===== src/design/huf_pkg.sv =====
`timescale 1ns / 1ps
// ----------------------------------------------------------------------------
// huf_pkg
// Types and constants of the Huffman tree decoder.
// ----------------------------------------------------------------------------
package huf_pkg;

  localparam int IDX_W         = 9;
  localparam int SYM_W         = 8;
  localparam int BITS_PER_BYTE = 8;
  localparam int BYTE_W        = 8;
  localparam int PAD_W         = 3;
  localparam int CFG_W         = 9;
  localparam int CFG_IDX_W     = 1;
  localparam int CNT_W         = $clog2(BITS_PER_BYTE + 1);
  localparam int BIT_IDX_W     = $clog2(BITS_PER_BYTE);

  localparam logic [IDX_W-1:0] ROOT_RESET = IDX_W'(510);

  // item kinds
  localparam logic KIND_NODE = 1'b0;
  localparam logic KIND_BYTE = 1'b1;

  // configuration register indexes
  localparam logic [CFG_IDX_W-1:0] CFG_PADDING = 1'b0;
  localparam logic [CFG_IDX_W-1:0] CFG_ROOT    = 1'b1;

  typedef struct packed {
    logic [IDX_W-1:0] left;
    logic [IDX_W-1:0] right;
    logic             leaf;
    logic [SYM_W-1:0] sym;
  } node_t;

  typedef struct packed {
    logic              kind;
    logic [IDX_W-1:0]  node_index;
    logic [IDX_W-1:0]  left_index;
    logic [IDX_W-1:0]  right_index;
    logic              is_leaf;
    logic [SYM_W-1:0]  leaf_symbol;
    logic [BYTE_W-1:0] code_byte;
    logic              final_byte;
  } in_beat_t;

  typedef struct packed {
    logic [SYM_W-1:0] symbol;
    logic             run_last;
    logic             stream_done;
  } out_beat_t;

  // walker -> output stage
  typedef struct packed {
    logic             leaf;   // a leaf was reached
    logic             flush;  // end of byte
    logic             fin;    // byte is the final one
    logic [SYM_W-1:0] sym;
  } huf_emit_t;

endpackage


===== src/design/huf_out_stage.sv =====
`timescale 1ns / 1ps
// ----------------------------------------------------------------------------
// huf_out_stage
// Holds the newest symbol of a byte until the next one (or the end of the
// byte) shows whether it is the last; feeds the output register.
// ----------------------------------------------------------------------------
module huf_out_stage import huf_pkg::*; (
  input  logic      clk_i,
  input  logic      rst_ni,
  input  huf_emit_t emit_i,
  output logic      emit_ok_o,
  output logic      out_valid_o,
  input  logic      out_ready_i,
  output out_beat_t out_beat_o
);

  logic             hold_valid_q, hold_valid_d;
  logic [SYM_W-1:0] hold_sym_q;
  logic             hold_fin_q;
  logic             out_valid_q, out_valid_d;
  out_beat_t        out_q;
  logic             out_free;
  logic             need_out;
  logic             push;
  logic             take;

  assign out_free  = !out_valid_q || out_ready_i;
  assign need_out  = hold_valid_q && (emit_i.leaf || emit_i.flush);
  assign emit_ok_o = !need_out || out_free;
  assign push      = need_out && out_free;
  assign take      = emit_i.leaf && emit_ok_o;

  always_comb begin
    hold_valid_d = hold_valid_q;
    if (take) begin
      hold_valid_d = 1'b1;
    end else if (emit_i.flush && emit_ok_o) begin
      hold_valid_d = 1'b0;
    end
    out_valid_d = out_valid_q;
    if (push) begin
      out_valid_d = 1'b1;
    end else if (out_ready_i) begin
      out_valid_d = 1'b0;
    end
  end

  always_ff @(posedge clk_i or negedge rst_ni) begin
    if (!rst_ni) begin
      hold_valid_q <= 1'b0;
      out_valid_q  <= 1'b0;
    end else begin
      hold_valid_q <= hold_valid_d;
      out_valid_q  <= out_valid_d;
    end
  end

  always_ff @(posedge clk_i) begin
    if (take) begin
      hold_sym_q <= emit_i.sym;
      hold_fin_q <= emit_i.fin;
    end
    if (push) begin
      out_q.symbol      <= hold_sym_q;
      out_q.run_last    <= emit_i.flush;
      out_q.stream_done <= hold_fin_q;
    end
  end

  assign out_valid_o = out_valid_q;
  assign out_beat_o  = out_q;

endmodule


===== config.mk =====
export PLATFORM = sky130hd
export DESIGN_NAME = huf_out_stage
export DESIGN_NICKNAME = d
export VERILOG_FILES = /design/src/design/huf_pkg.sv /design/src/design/huf_out_stage.sv
export SDC_FILE = /design/constraint.sdc
export NUM_CORES = 1
export LEC_CHECK = 0
export BUFFER_PORTS_ARGS = -buffer_cell sky130_fd_sc_hd__buf_2
export CAP_MARGIN = 20
export CELL_PAD_IN_SITES_DETAIL_PLACEMENT = 0
export CELL_PAD_IN_SITES_GLOBAL_PLACEMENT = 1
export CORE_AREA = 2 2 46 48
export CTS_CLUSTER_DIAMETER = 60
export DETAILED_ROUTE_END_ITERATION = 7
export DIE_AREA = 0 0 48 50
export HOLD_SLACK_MARGIN = 0.06
export PLACE_DENSITY_LB_ADDON = 0.08
export SLEW_MARGIN = 20
export SYNTH_ARGS = -nofsm -noshare
export SYNTH_HDL_FRONTEND = slang
export SYNTH_SLANG_ARGS = --single-unit

===== constraint.sdc =====
create_clock -name clk_i -period 1.7 [get_ports clk_i]
set_input_delay 0.17 -clock clk_i [delete_from_list [all_inputs] [get_ports clk_i]]
set_output_delay 0.17 -clock clk_i [all_outputs]
set_load 0.005 [all_outputs]

## Word-level counts from Yosys, hierarchy flattened

Index checks and enable logic that the tools add are counted.

| word-level totals | value |
|---|---|
| register bits | 21 |
| bits of input ports | 14 |
| logic and storage cells | 22 |

| cells by class | value |
|---|---|
| muxes and demuxes | 4 |
| reduce and logical (&&, ||, !) cells | 11 |

Operators by type and width:

| operator | number |
|---|---|
| $logic_and A1 B1 Y1 | 4 |
| $mux W1 | 4 |
| $reduce_bool A2 Y1 | 2 |
| $logic_or A1 B1 Y1 | 3 |
| $logic_not A1 Y1 | 2 |

## Logic depth before layout (Yosys ltp)

| logic depth | value |
|---|---|
| depth after elaboration | 7 |
| gate-level depth with buffers | 2 |
| depth with buffers taken out | 2 |

## Worst setup path before layout

No wires, ideal clock.

| timing | value |
|---|---|
| path kind | register -> register |
| start | register out_valid_q (netlist: out_valid_o) |
| end | register hold_fin_q (enable) |
| arrival time | 1.099 ns |
| data required time | 1.322 ns |
| setup slack | 0.223 ns |
| cell stages (with the launch flop) | 3 |
| buffers on the path | 0 |
| cells stage by stage | dfrtp_1 > and2b_2 > a21oi_1 |

| between the ends | value |
|---|---|
| cells in the longest elaborated chain, start to end | 4 |

RTL lines:

| item | line | text |
|---|---|---|
| start: declaration | huf_out_stage.sv:20 | `logic out_valid_q, out_valid_d;` |
| start signal: assignment | huf_out_stage.sv:54 | `out_valid_q <= out_valid_d;` |
| $logic_not A1 Y1 | huf_out_stage.sv:27 | `assign out_free = !out_valid_q \|\| out_ready_i;` |
| $logic_or A1 B1 Y1 | huf_out_stage.sv:27 |  |
| $logic_or A1 B1 Y1 | huf_out_stage.sv:29 | `assign emit_ok_o = !need_out \|\| out_free;` |
| $logic_and A1 B1 Y1 | huf_out_stage.sv:31 | `assign take = emit_i.leaf && emit_ok_o;` |
| end signal: assignment | huf_out_stage.sv:61 | `hold_fin_q <= emit_i.fin;` |
| end: declaration | huf_out_stage.sv:19 | `logic hold_fin_q;` |

No other way between the ends.
A chain may end at the register's enable or synchronous reset.

## Final worst setup path

| timing | value |
|---|---|
| start | register hold_valid_q |
| end | output port emit_ok_o |

| between the ends | value |
|---|---|
| cells in the longest elaborated chain, start to end | 3 |

RTL lines:

| item | line | text |
|---|---|---|
| start: declaration | huf_out_stage.sv:17 | `logic hold_valid_q, hold_valid_d;` |
| start signal: assignment | huf_out_stage.sv:53 | `hold_valid_q <= hold_valid_d;` |
| $logic_and A1 B1 Y1 | huf_out_stage.sv:28 | `assign need_out = hold_valid_q && (emit_i.leaf \|\| emit_i.flush);` |
| $logic_not A1 Y1 | huf_out_stage.sv:29 |  |
| $logic_or A1 B1 Y1 | huf_out_stage.sv:29 |  |
| end: declaration | huf_out_stage.sv:11 | `output logic emit_ok_o,` |

No other way between the ends.

==> results.yml <==
placed_design:
  post_dp_cell_area_sq_um: 847
  gp_congestion: 0.561
  io_buffers: 25
  place_ws_ps: 459
  post-place-cells: 85
  dp_hpwl_um: 816
final_layout:
  diodes: 0
  fin_cells: 99
  area.growth.synth_to_final_pct: 44.8
  stdcell_area_sq_um: 975
  nNetsFinal: 87
  drive_gt1_frac: 0.444
outcome:
  status: "finished, final reports clean"
synth:
  ys_seq_elements: 21
  netlist_instances: 31
  yosysMostFrequentCell: "edfxtp_1"
  syn_avg_cell_area_sq_um: 21.7
  syn_nets: 45
  ys_async_sr_fraction: 0.0952
  synth_area_leaders: "edfxtp_1 85%, dfrtp_1 7.4%, and2b_2 1.3%, nor2_1 1.1%, a31oi_1 0.93%"
  yosys.area.top_type_share: 0.848
  synth.yosys.warnings: 0
  yosysTopAreaCell: "edfxtp_1"
  synthTopCellsByCount: "19 x edfxtp_1, 2 x dfrtp_1, 2 x nor2_1"
  netlist_area_sq_um: 673
  synth_seq_area_share: 0.922
  yosys_most_used_dff: "edfxtp_1"
  synth_edf_count: 19
  ys_types: 11
clock_tree:
  insertion_delay_ps: 290
  ctsHoldBuffers: 10
  tritoncts: "done"
  cts_buffer_depth: 2
  cts_resized: 0
  cts_root_buf: "clkbuf_4"
  cts.sinks: 21
  cts.clk_slew.worst_paths_ps: 110
  htree_levels: 1
  numCtsBuffers: 3
  post_cts_buffers: 0
die:
  initial_core_util: 0.354
  io_pins: 26
  coreArea_sq_mm: 0.00190
  die_w_um: 48
  die_area_sq_mm: 0.00240
  fp.dieH_um: 50
  rows: 16
detailed_routing:
  viasPerCell: 4.10
  wl_per_cell_um: 11.4
  drtIter0Drc: 6
  via_count: 406
  drc: 0
  wirelength_um: 1130
  first_pass_iters: 4
  antenna_left: 0
timing:
  skew_ps: 1.63
  slew_viol_final: 0
  grt_setup_unrepaired: "no"
  slew_headroom: 0.847
  min_period_ps: 1330
  worst_pin_slew_ps: 228
  finalCritPeriodShare: 0.781
  fmax_mhz: 753
  fin_tns_setup_ps: 0
  report.final.setup_viol: 0
  hold_viol: 0
  layout_setup_ws_ps: 372
worst_setup_path:
  cp-end-kind: "output port"
  critPathLaunchType: "register"
  worstSetupPathType: "register to output port"
  worstPathRequired_ps: 1530
  cp_max_fo: 3
  worstPathArrival_ps: 1160
job:
  maxCapViolCount: 0
hold_path:
  hold_class: "input port to register"
global_routing:
  grt_pass1_wl_um: 1860
  grt_start_max_net_pins: 13
  gr-total-overflow: 0
  grt_pass1_vias: 461
  antenna_found_initial: 0
  grt_use_total: 0.114
pwr:
  p_leak_nw: 0.394
  p_per_area_mw_per_mm2: 986
  ir_drop_mv: 0.610
flip-flops by register name (all words and copies together) (netlist names):
register / cells
hold_valid_q: 1
out_valid_o: 1
hold_sym_q: 8
hold_fin_q: 1
out_beat_o: 10
layer usage:
layer,global-route usage,vias to the layer above,share of wire,wire (um)
met5,0,-,0,0
met4,0.0405,0,0,0
met3,0.0220,0,0.046,52
met2,0.220,16,0.65,741
met1,0.107,194,0.30,339
li1,-,196,-,-
layout by cell type (no fill, tap or decap):
master	n
a21oi_1	1
a31oi_1	1
and2b_2	1
buf_2	25
buf_4	2
clkbuf_4	3
clkinv_2	1
dfrtp_1	2
dlygate4sd3_1	10
edfxtp_1	19
inv_1	1
nand2_1	1
nand2b_1	1
nor2_1	2
o21ai_1	1
or2_1	1
final cells by class:
cell class	count	area [sq um]
multi-input cells	9	48.8
repair buffers	37	240
fillers	168	927
inverters	1	3.75
flip-flops and latches	21	621
clock buffers	3	22.5
well taps	27	33.8
clock inverters	1	5.00
worst max-delay path, cell delays in order (launching register included):
cell and delay [ps]:
dfrtp_1 400, o21ai_1 120, or2_1 220, buf_2 120
worst paths after layout:
path | to | startpoint | slack (ps) | depth (start not counted)
max in group asynchronous | out_valid_o | rst_ni | 1430 | 2
setup / recovery | emit_ok_o | hold_valid_q | 370 | 3
min in group asynchronous | hold_valid_q | rst_ni | 180 | 2
hold / removal | out_beat_o[1] | emit_i[9] | 80 | 1
setup reg to reg | hold_sym_q[2] | out_valid_o | 460 | 3
hold reg to reg | out_beat_o[9] | hold_sym_q[7] | 430 | 0
power by group:
part | leakage, nW | total (W) | switching, W | internal [W]
sequential | 0.203 | 0.000627 | 0.0000114 | 0.000616
clock | 0.0177 | 0.000230 | 0.000142 | 0.0000875
combinational | 0.173 | 0.000104 | 0.0000485 | 0.0000558
total | 0.394 | 0.000961 | 0.000202 | 0.000759
stage by stage:
step / total power (W) / utilization / hold WS [ps]
after floorplan: 0.000669 / - / -126
after global placement: 0.000721 / 0.445 / -46.8
after detailed placement: 0.000729 / 0.445 / -40.5
after CTS: 0.000978 / 0.513 / 68.2
after global routing: 0.00101 / 0.513 / 68.4
final: 0.000961 / 0.513 / 79.3
cell families after synthesis:
group                  share of synthesized area
buffers and inverters                    0.00557
AOI/OAI and AO/OA                         0.0242
and+or+nand+nor                           0.0483
DFF                                        0.922
No activity file was read; power rests on OpenSTA's default activity.
