[src/design/huf_ram.sv]
`timescale 1ns / 1ps
// ----------------------------------------------------------------------------
// huf_ram
// Generic RAM: one write port, one read port, registered read data.
// ----------------------------------------------------------------------------
module huf_ram #(
  parameter int WIDTH = 8,
  parameter int DEPTH = 16
) (
  input  logic                     clk_i,
  input  logic                     we_i,
  input  logic [$clog2(DEPTH)-1:0] waddr_i,
  input  logic [WIDTH-1:0]         wdata_i,
  input  logic                     re_i,
  input  logic [$clog2(DEPTH)-1:0] raddr_i,
  output logic [WIDTH-1:0]         rdata_o
);

  logic [WIDTH-1:0] mem_q [DEPTH];
  logic [WIDTH-1:0] rdata_q;

  always_ff @(posedge clk_i) begin
    if (we_i) begin
      mem_q[waddr_i] <= wdata_i;
    end
    // read data holds while no read is issued
    if (re_i) begin
      rdata_q <= mem_q[raddr_i];
    end
  end

  assign rdata_o = rdata_q;

endmodule

[config.mk]
export PLATFORM = sky130hd
export DESIGN_NAME = huf_ram
export DESIGN_NICKNAME = d
export VERILOG_FILES = /design/src/design/huf_ram.sv
export SDC_FILE = /design/constraint.sdc
export NUM_CORES = 1
export LEC_CHECK = 0
export BUFFER_PORTS_ARGS = -buffer_cell sky130_fd_sc_hd__buf_2
export CAP_MARGIN = 10
export CORE_MARGIN = 1.5
export CORE_UTILIZATION = 45
export DETAILED_ROUTE_END_ITERATION = 16
export PLACE_DENSITY = 0.62
export REMOVE_ABC_BUFFERS = 1
export SYNTH_ARGS = -nofsm -noshare
export SYNTH_HDL_FRONTEND = slang
export SYNTH_SLANG_ARGS = --single-unit
[constraint.sdc]
create_clock -name clk_i -period 3.2 [get_ports clk_i]
set_clock_uncertainty 0.1 [all_clocks]
set_input_delay 0.8 -clock clk_i [delete_from_list [all_inputs] [get_ports clk_i]]
set_output_delay 0.8 -clock clk_i [all_outputs]
set_load 0.03 [all_outputs]
-- Word-level counts from Yosys, hierarchy flattened
Memory sizes are Yosys's and may differ from the RTL's. A register that Yosys moved wholly into a read port is not among the register bits.
Index checks and enable logic that the tools add are counted.
- shift-type cells: 0
- $add $sub $neg: 0
- divide/modulo/power cells: 0
- equality and inequality tests: 0
- multipliers: 0
- $lt $le $gt $ge: 0
- reductions and logical operators: 0
- muxes and demuxes: 2
- bitwise gates (word level): 0
- operator list (cell ; number):
    1-bit 2-to-1 mux ; 2
- bits in read-only memories: 0
- bits in registers: 0
- bits in writable memories: 128
- bits in latches: 0
- word-level logic and storage cells: 3
- input bits: 19
- memories kept: 1
- memory list (memory ; words ; bits a word ; read ports ; clocked after memory_dff ; wr ports ; RTL line ; RTL):
    mem_q ; 16 ; 8 ; 1 ; 1 ; 1 ; 19 ; logic [WIDTH-1:0] mem_q [DEPTH];

-- Logic depth before layout (Yosys ltp)
Gate-level depths: netlist (run 1).
- depth in word-level cells: 2
- mapped depth: 5
- gate-level depth less buffers: 3

-- Worst setup path after synthesis (run 1)
Ideal clock, no wire load.
- kind: input-to-reg
- start point: input waddr_i[2]
- end point: memory mem_q[0][0] (enable)
- required time: 2.717 ns
- buffers on the path: 0
- setup slack: 0.807 ns
- arrival time: 1.910 ns
- stages on the path: 2
- cells stage by stage: or3b_2 > nor3_1
- RTL lines (item ; RTL line ; RTL):
    from (decl) ; 12 ; input logic [$clog2(DEPTH)-1:0] waddr_i,
    to (decl) ; 19 ;
No word-level cell before the write port.

==> results.json, run 1 <==
{
  "finalSetupTns_ns": 0,
  "areaGrowthSynthToFinish_pct": 19.2,
  "endpoint": "rdata_o[3]$_DFFE_PP_",
  "finalCriticalPeriod_ns": 2.13,
  "cts_tree": "done",
  "drt_iter0_markers": 238,
  "setup_violations": 0,
  "antenna_found_initial": 1,
  "fmax_mhz": 470,
  "tightest_slew_ns": 0.733,
  "ios": 27,
  "cts_setup_buffers": 0,
  "fin_hold_ws_ns": 0.652,
  "dp_hpwl_mm": 5.86,
  "drc": 0,
  "postCtsResizedCells": 0,
  "synth_area_um2": 5230,
  "yosysTopAreaCell": "edfxtp_1",
  "r2r-start": "mem_q[9][3]$_DFFE_PP_",
  "rr_worst_depth": 3,
  "cap_viol_max_count": 0,
  "wl_per_cell_um": 22.3,
  "start_util_pct": 46.0,
  "grt_usage_pct": 17.3,
  "path_max_fanout": 32,
  "viasPerCell": 5.61,
  "stdcell_count": 438,
  "synth-seq-area-share_pct": 78.1,
  "cp-startpoint": "raddr_i[0]",
  "layout-drive-gt1-share_pct": 31.0,
  "multi_input_area_um2": 1060,
  "cellPowerDensity_nw_per_um2": 687,
  "start_kind": "primary input",
  "hp-class": "flop to flop",
  "period_share_pct": 66.5,
  "mostFrequentLayoutCell": "edfxtp_1",
  "path_clk_slew_ns": 0.06,
  "synth_seq_cells": 136,
  "grt_start_max_net_pins": 33,
  "die_y_um": 111,
  "cts_made_buffers": 17,
  "end_kind": "flop",
  "slew_headroom_pct": 51.1,
  "crit_required_ns": 3.24,
  "leakagePower_nw": 2.11,
  "status": "completed",
  "core_area_um2": 11400,
  "clock-sinks": 136,
  "clock_latency_ns": 0.41,
  "die_w_um": 111,
  "cts_root_buf": "clkbuf_16",
  "fill_cells": 877,
  "cts_hold_buf": 0,
  "peakVddDrop_uv": 331,
  "synth.avg_cell_area_um2": 22.8,
  "syn_inst": 229,
  "dr_total_vias": 2456,
  "firstDrtPassIters": 4,
  "ys_warn_count": 0,
  "rrSetupSlack_ns": 1.58,
  "fin_nets": 301,
  "cp_data_arrival_time_ns": 2.17,
  "io_buffers": 26,
  "final-hold-violation-count": 0,
  "synth.top_cell.area_share_pct": 78.1,
  "gp_congestion": 0.724,
  "layout_common_cells": "edfxtp_1, buf_2, mux4_2",
  "place_inst": 406,
  "antenna_left": 0,
  "path_class": "primary input to flop",
  "rows": 39,
  "grt_setup_unrepaired": "no",
  "register_area_um2": 4080,
  "dieArea_um2": 12300,
  "postLayoutCoreUtil_pct": 54.8,
  "ys_types": 18,
  "ys_top_cells_by_area": "edfxtp_1, mux4_2, mux4_1",
  "reg2reg_to": "rdata_o[3]$_DFFE_PP_",
  "grt_pass1_wl_mm": 15.0,
  "wl_mm": 9.75,
  "clock_path_buffers": 2,
  "slew_viol_final": 0,
  "htree_levels": 4,
  "grt_remaining_overflow": 0,
  "grt_pass1_vias": 2476
}
-- metal layers --
| layer | part of all wire, % | GRT usage [%] | up-vias |
|---|---|---|---|
| li1 | - | - | 1092 |
| met1 | 45 | 24.7 | 1269 |
| met2 | 47 | 25.5 | 81 |
| met3 | 6.9 | 5.08 | 14 |
| met4 | 1.4 | 6.32 | 0 |
| met5 | 0 | 0 | - |
-- state kept, by name (all words and copies together), names as in the netlist --
register  flops
rdata_o       8
mem_q       128
-- critical path, cell delays in order --
cell and delay, ns:
buf_2 0.10, buf_12 0.25, mux4_1 0.59, a22oi_1 0.30, nand2_1 0.10
-- worst min path at each step --
| stage | start | to | slack (ns) | cells past startpoint |
|---|---|---|---|---|
| after floorplan | mem_q[7][0]$_DFFE_PP_ | rdata_o[0]$_DFFE_PP_ | 0.60 | 3 |
| after global placement | mem_q[7][3]$_DFFE_PP_ | rdata_o[3]$_DFFE_PP_ | 0.63 | 3 |
| after detailed placement | mem_q[11][4]$_DFFE_PP_ | rdata_o[4]$_DFFE_PP_ | 0.65 | 3 |
| after CTS | re_i | rdata_o[5]$_DFFE_PP_ | 0.65 | 1 |
| after global routing | re_i | rdata_o[5]$_DFFE_PP_ | 0.65 | 1 |
| final | mem_q[11][4]$_DFFE_PP_ | rdata_o[4]$_DFFE_PP_ | 0.65 | 3 |
-- Yosys cell counts --
library cell	instances
edfxtp_1	136
mux4_2	18
a22oi_1	16
mux4_1	14
nor2_1	13
nand2_1	9
nor3_1	4
buf_2	3
buf_6	3
clkdlybuf4s25_2	3
nand2b_1	2
nand3b_1	2
and2_1	1
and2b_1	1
buf_4	1
nand3_1	1
nor2b_1	1
or3b_2	1
-- per-stage QoR --
stage	setup slack [ns]	total power [mW]	cell area, um2
after floorplan	0.807	2.15	5140
after CTS	1.07	4.32	6230
after detailed placement	0.640	2.25	5600
final	1.07	4.28	6230
after global placement	0.674	2.25	5600
after global routing	1.05	4.42	6230
-- power by group --
group | total, mW | leakage, nW | switching [mW] | internal [mW]
Clock | 2.07 | 0.297 | 0.695 | 1.37
Combinational | 0.195 | 0.574 | 0.119 | 0.0762
Sequential | 2.02 | 1.24 | 0.00989 | 2.01
-- layout make-up --
cell class / instances / share of cell area (%)
clock inverters: 13 / 3.25
diodes: 1 / 0.0402
well taps: 143 / 2.87
clock buffers: 18 / 6.89
multi-input cells: 83 / 17.0
flip-flops and latches: 136 / 65.5
repair buffers: 44 / 4.46
-- cells by family (layout without fill, tap and decap cells) --
group           after synthesis  in the layout  synth area share [%]
flops                       136            136                  78.1
simple gates                 35             35                  3.14
compound gates               16             16                  2.30
mux                          32             32                  14.8
other cells                   0              1                     0
buf+inv                      10             75                  1.65
(Power assumes the default switching activity.)
==> run 2, diff against run 1 <==
==> constraint.sdc (replaced) <==
create_clock -name clk_i -period 2 [get_ports clk_i]
set_clock_uncertainty 0.1 [all_clocks]
set_input_delay 0.5 -clock clk_i [delete_from_list [all_inputs] [get_ports clk_i]]
set_output_delay 0.5 -clock clk_i [all_outputs]
set_load 0.03 [all_outputs]
==> run 2 against run 1 <==
- die area stayed put
- first-iteration DRC count rose by 5.0%
- worst setup slack got worse by 0.80 ns
- flip-flop and latch count unchanged
- non-clock buffer count up 6
- clock-buffer cell count unchanged
- total power rose by 51%
- highest routed layer unchanged
- combinational power up 69%
- clock power increased by 41%
- sequential power grew 60%
==> results.json, run 2 (synthesized netlist as in run 1, its figures left out) <==
{
  "grt_setup_unrepaired": "no",
  "slew_viol_final": 0,
  "final-hold-violation-count": 0,
  "clock_path_buffers": 2,
  "cts_tree": "done",
  "core_area_um2": 11400,
  "clock-sinks": 136,
  "largest_reg_flops": 128,
  "viasPerCell": 5.51,
  "end_kind": "flop",
  "dieArea_um2": 12300,
  "io_buffers": 26,
  "wl_per_cell_um": 22.2,
  "cts_root_buf": "clkbuf_16",
  "start_kind": "primary input",
  "antenna_left": 0,
  "firstDrtPassIters": 4,
  "areaGrowthSynthToFinish_pct": 19.4,
  "place_inst": 412,
  "grt_pass1_vias": 2526,
  "wl_mm": 9.86,
  "postLayoutCoreUtil_pct": 54.9,
  "start_util_pct": 46.0,
  "cpMaxStageDelayCell": "mux4_1",
  "path_class": "primary input to flop",
  "tightest_slew_ns": 0.419,
  "die_w_um": 111,
  "crit_chain": "buf_2 > buf_12 > mux4_1 > a22oi_1 > nand2_1",
  "leakagePower_nw": 2.13,
  "final_cell_area_um2": 6240,
  "grt_start_max_net_pins": 19,
  "rrSetupSlack_ns": 0.38,
  "cts_hold_buf": 0,
  "crit_required_ns": 2.05,
  "fin_nets": 307,
  "fmax_mhz": 580,
  "r2r-start": "mem_q[1][5]$_DFFE_PP_",
  "cp-startpoint": "raddr_i[0]",
  "cp_data_arrival_time_ns": 1.77,
  "fill_cells": 860,
  "p_total_mw": 6.48,
  "die_y_um": 111,
  "gp_congestion": 0.717,
  "mostFrequentLayoutCell": "edfxtp_1",
  "grt_remaining_overflow": 0,
  "cellPowerDensity_nw_per_um2": 1040,
  "period_share_pct": 86.2,
  "endpoint": "rdata_o[5]$_DFFE_PP_",
  "cts_setup_buffers": 0,
  "reg2reg_to": "rdata_o[5]$_DFFE_PP_",
  "rr_worst_depth": 3,
  "cts_made_buffers": 17,
  "critPathMaxStageDelay_ns": 0.57,
  "layout-drive-gt1-share_pct": 32.3,
  "largest-register": "mem_q",
  "clock_latency_ns": 0.40,
  "cap_viol_max_count": 0,
  "worst_slack_ns": 0.276,
  "status": "completed",
  "hp-class": "primary input to flop",
  "slew_headroom_pct": 72.1,
  "multi_input_area_um2": 1060,
  "ios": 27,
  "finalCriticalPeriod_ns": 1.72,
  "dr_total_vias": 2445,
  "layout_common_cells": "edfxtp_1, buf_2, buf_4",
  "drt_iter0_markers": 250,
  "grt_pass1_wl_mm": 15.2,
  "grt_usage_pct": 17.4,
  "path_clk_slew_ns": 0.06,
  "dp_slack_ns": -0.174,
  "peakVddDrop_uv": 447,
  "path_max_fanout": 14,
  "antenna_found_initial": 1,
  "stdcell_count": 444,
  "setup_violations": 0,
  "htree_levels": 4,
  "register_area_um2": 4080,
  "placed_area_um2": 5680,
  "rows": 39,
  "dp_hpwl_mm": 6.28,
  "drc": 0,
  "postCtsResizedCells": 0
}
[run 2: changes by cell type in the layout (fill, tap and decap cells not counted), sizes merged]
cell and delta:
buf +6, bufinv -3, clkinv +6, clkinvlp -3
[run 2: area by class of cell]
| class | count | share of cell area, % |
|---|---|---|
| diodes | 1 | 0.0401 |
| clock buffers | 18 | 6.87 |
| clock inverters | 13 | 2.10 |
| multi-input cells | 83 | 16.9 |
| flip-flops and latches | 136 | 65.4 |
| well taps | 143 | 2.87 |
| repair buffers | 50 | 5.77 |
[run 2: worst min path at each step]
| stage | startpoint | end | slack (ns) | cells past startpoint |
|---|---|---|---|---|
| floorplan | wdata_i[0] | mem_q[0][0]$_DFFE_PP_ | 0.50 | 0 |
| global placement | mem_q[8][5]$_DFFE_PP_ | rdata_o[5]$_DFFE_PP_ | 0.63 | 3 |
| detailed placement | mem_q[5][2]$_DFFE_PP_ | rdata_o[2]$_DFFE_PP_ | 0.64 | 3 |
| CTS | re_i | rdata_o[4]$_DFFE_PP_ | 0.35 | 1 |
| global route | re_i | rdata_o[5]$_DFFE_PP_ | 0.34 | 1 |
| finish | re_i | rdata_o[6]$_DFFE_PP_ | 0.37 | 1 |
[run 2: critical path: cells and delay by family]
kind / cells / cell delay, ns
muxes: 1 / 0.57
and+or+nand+nor: 1 / 0.09
AOI/OAI and AO/OA: 1 / 0.30
buffers and inverters: 2 / 0.31
[run 2: power by group]
group          total, mW  leakage (nW)  switching, mW  internal [mW]
logic              0.329         0.617          0.192          0.137
registers           3.23          1.24         0.0166           3.21
clock network       2.92         0.279           1.10           1.82
total               6.48          2.13           1.31           5.17
[run 2: stage by stage]
stage	setup TNS (ns)	hold WS [ns]
6_report	0	0.365
5_1_grt	0	0.343
4_1_cts	0	0.349
3_5_place_dp	-0.689	0.636
3_3_place_gp	-0.683	0.632
2_1_floorplan	-0.743	0.499
[run 2: per-layer routing]
metal	track usage [%]	share of wire (%)	wire, um
met1	24.5	43	4280
met3	5.85	7.4	727
met4	4.27	0.37	36
met5	0	0	0
met2	26.4	49	4820
==> run 3, diff against run 2 <==
--- a/config.mk
+++ b/config.mk
@@ -11,6 +11,7 @@
 export CORE_UTILIZATION = 45
 export DETAILED_ROUTE_END_ITERATION = 16
 export PLACE_DENSITY = 0.62
+export RECOVER_POWER = 25
 export REMOVE_ABC_BUFFERS = 1
 export SYNTH_ARGS = -nofsm -noshare
 export SYNTH_HDL_FRONTEND = slang
==> run 3 against run 2 <==
- wire length down 0.14%
- clock power about the same
- cell count down 0.23%
- cell area down 0.18%
- clock-buffer cell count unchanged
- maximum frequency down 0.55%
- via count down 0.29%
- utilization down 0.099 points
- first-iteration DRC count unchanged
- total power about the same
- largest power group unchanged
- highest routed layer unchanged
==> results.json, run 3 (synthesized netlist as in run 1, its figures left out) <==
{
  "critPathMaxStageDelay_ns": 0.61,
  "dr_total_vias": 2438,
  "cts_setup_buffers": 0,
  "grt_setup_unrepaired": "no",
  "cts_root_buf": "clkbuf_16",
  "firstDrtPassIters": 4,
  "rr_worst_depth": 3,
  "cts_hold_buf": 0,
  "die_y_um": 111,
  "dp_slack_ns": -0.174,
  "grt_start_max_net_pins": 19,
  "viasPerCell": 5.50,
  "largest_reg_flops": 128,
  "end_kind": "flop",
  "gp_congestion": 0.717,
  "rrSetupSlack_ns": 0.38,
  "clock_latency_ns": 0.40,
  "postCtsResizedCells": 0,
  "drc": 0,
  "fin_hold_ws_ns": 0.366,
  "path_buf_inv": 2,
  "fmax_mhz": 577,
  "finalCriticalPeriod_ns": 1.73,
  "cp.depth": 5,
  "slew_headroom_pct": 56.9,
  "dp_hpwl_mm": 6.28,
  "grt_usage_pct": 17.4,
  "crit_chain": "buf_2 > buf_12 > mux4_1 > a22oi_1 > nand2_1",
  "period_share_pct": 86.7,
  "wl_mm": 9.84,
  "fin_nets": 307,
  "leakagePower_nw": 2.11,
  "peakVddDrop_uv": 448,
  "antenna_left": 0,
  "r2r-start": "mem_q[1][5]$_DFFE_PP_",
  "layout_common_cells": "edfxtp_1, buf_4, buf_2",
  "path_max_fanout": 14,
  "clock-sinks": 136,
  "dieArea_um2": 12300,
  "wl_per_cell_um": 22.2,
  "cts_tree": "done",
  "reg2reg_to": "rdata_o[5]$_DFFE_PP_",
  "grt_remaining_overflow": 0,
  "core_area_um2": 11400,
  "endpoint": "rdata_o[0]$_DFFE_PP_",
  "setup_violations": 0,
  "drt_iter0_markers": 250,
  "start_kind": "primary input",
  "mostFrequentLayoutCell": "edfxtp_1",
  "diodes": 0,
  "ios": 27,
  "grt_pass1_wl_mm": 15.2,
  "hp-class": "primary input to flop",
  "htree_levels": 4,
  "cap_viol_max_count": 0,
  "worst_slack_ns": 0.266,
  "start_util_pct": 46.0,
  "crit_family": "multiplexers",
  "placed_area_um2": 5680,
  "rows": 39,
  "fill_cells": 866,
  "slew_viol_final": 0,
  "crit_required_ns": 2.05,
  "grt_pass1_vias": 2526,
  "final_cell_area_um2": 6230,
  "cp_data_arrival_time_ns": 1.78,
  "largest-register": "mem_q",
  "cellPowerDensity_nw_per_um2": 1040,
  "tightest_slew_ns": 0.647,
  "layout-drive-gt1-share_pct": 30.0,
  "cts_made_buffers": 17,
  "final-hold-violation-count": 0,
  "areaGrowthSynthToFinish_pct": 19.2,
  "io_buffers": 26,
  "p_total_mw": 6.48,
  "path_clk_slew_ns": 0.05,
  "antenna_found_initial": 0,
  "path_class": "primary input to flop",
  "status": "completed",
  "die_w_um": 111,
  "cpMaxStageDelayCell": "mux4_1",
  "cp-startpoint": "raddr_i[0]",
  "clock_path_buffers": 2,
  "hold_path_startpoint": "re_i"
}
==> run 3: cell types whose count changed in the layout (fill, tap and decap cells not counted) <==
cell / previous run / this run
diode_2: 1 / 0
clkbuf_1: 1 / 8
buf_2: 26 / 19
==> run 3: metal layers <==
| metal | share of wire [%] | global-route usage (%) | vias to the layer above |
|---|---|---|---|
| met5 | 0 | 0 | - |
| met4 | 0.45 | 4.27 | 0 |
| met3 | 7.3 | 5.85 | 4 |
| met2 | 49 | 26.4 | 85 |
| met1 | 43 | 24.5 | 1254 |
| li1 | - | - | 1095 |
==> run 3: final cells by class <==
cell class | count | area [um2] | area share (%)
timing repair buffer | 50 | 352 | 5.64
clock buffer | 18 | 429 | 6.89
sequential | 136 | 4080 | 65.5
multi-input combinational | 83 | 1060 | 17.0
tap | 143 | 179 | 2.87
clock inverter | 13 | 131 | 2.11
==> run 3: worst min-delay path by stage <==
stage	endpoint	slack [ns]	depth (start not counted)
finish	rdata_o[6]$_DFFE_PP_	0.37	1
global route	rdata_o[5]$_DFFE_PP_	0.34	1
CTS	rdata_o[4]$_DFFE_PP_	0.35	1
detailed placement	rdata_o[2]$_DFFE_PP_	0.64	3
global placement	rdata_o[5]$_DFFE_PP_	0.63	3
floorplan	mem_q[0][0]$_DFFE_PP_	0.50	0
==> run 3: power by group <==
| group | switching (mW) | internal [mW] |
|---|---|---|
| combinational | 0.192 | 0.135 |
| sequential | 0.0166 | 3.21 |
| clock | 1.10 | 1.82 |
==> run 3: per-stage QoR <==
| step | utilization, % | instances | TNS [ns] |
|---|---|---|---|
| finish | 54.8 | 443 | 0 |
| global route | 54.8 | 443 | 0 |
| CTS | 54.9 | 443 | 0 |
| detailed placement | 50.0 | 412 | -0.689 |
| global placement | 50.0 | 412 | -0.683 |
| floorplan | - | 219 | -0.743 |
==> run 3: worst register-to-register path, delay by kind of cell, from the launching register on <==
kind | cells | cell delay (ns)
AOI/OAI and AO/OA | 1 | 0.30
muxes | 1 | 0.51
and+or+nand+nor | 1 | 0.09
DFF | 1 | 0.36
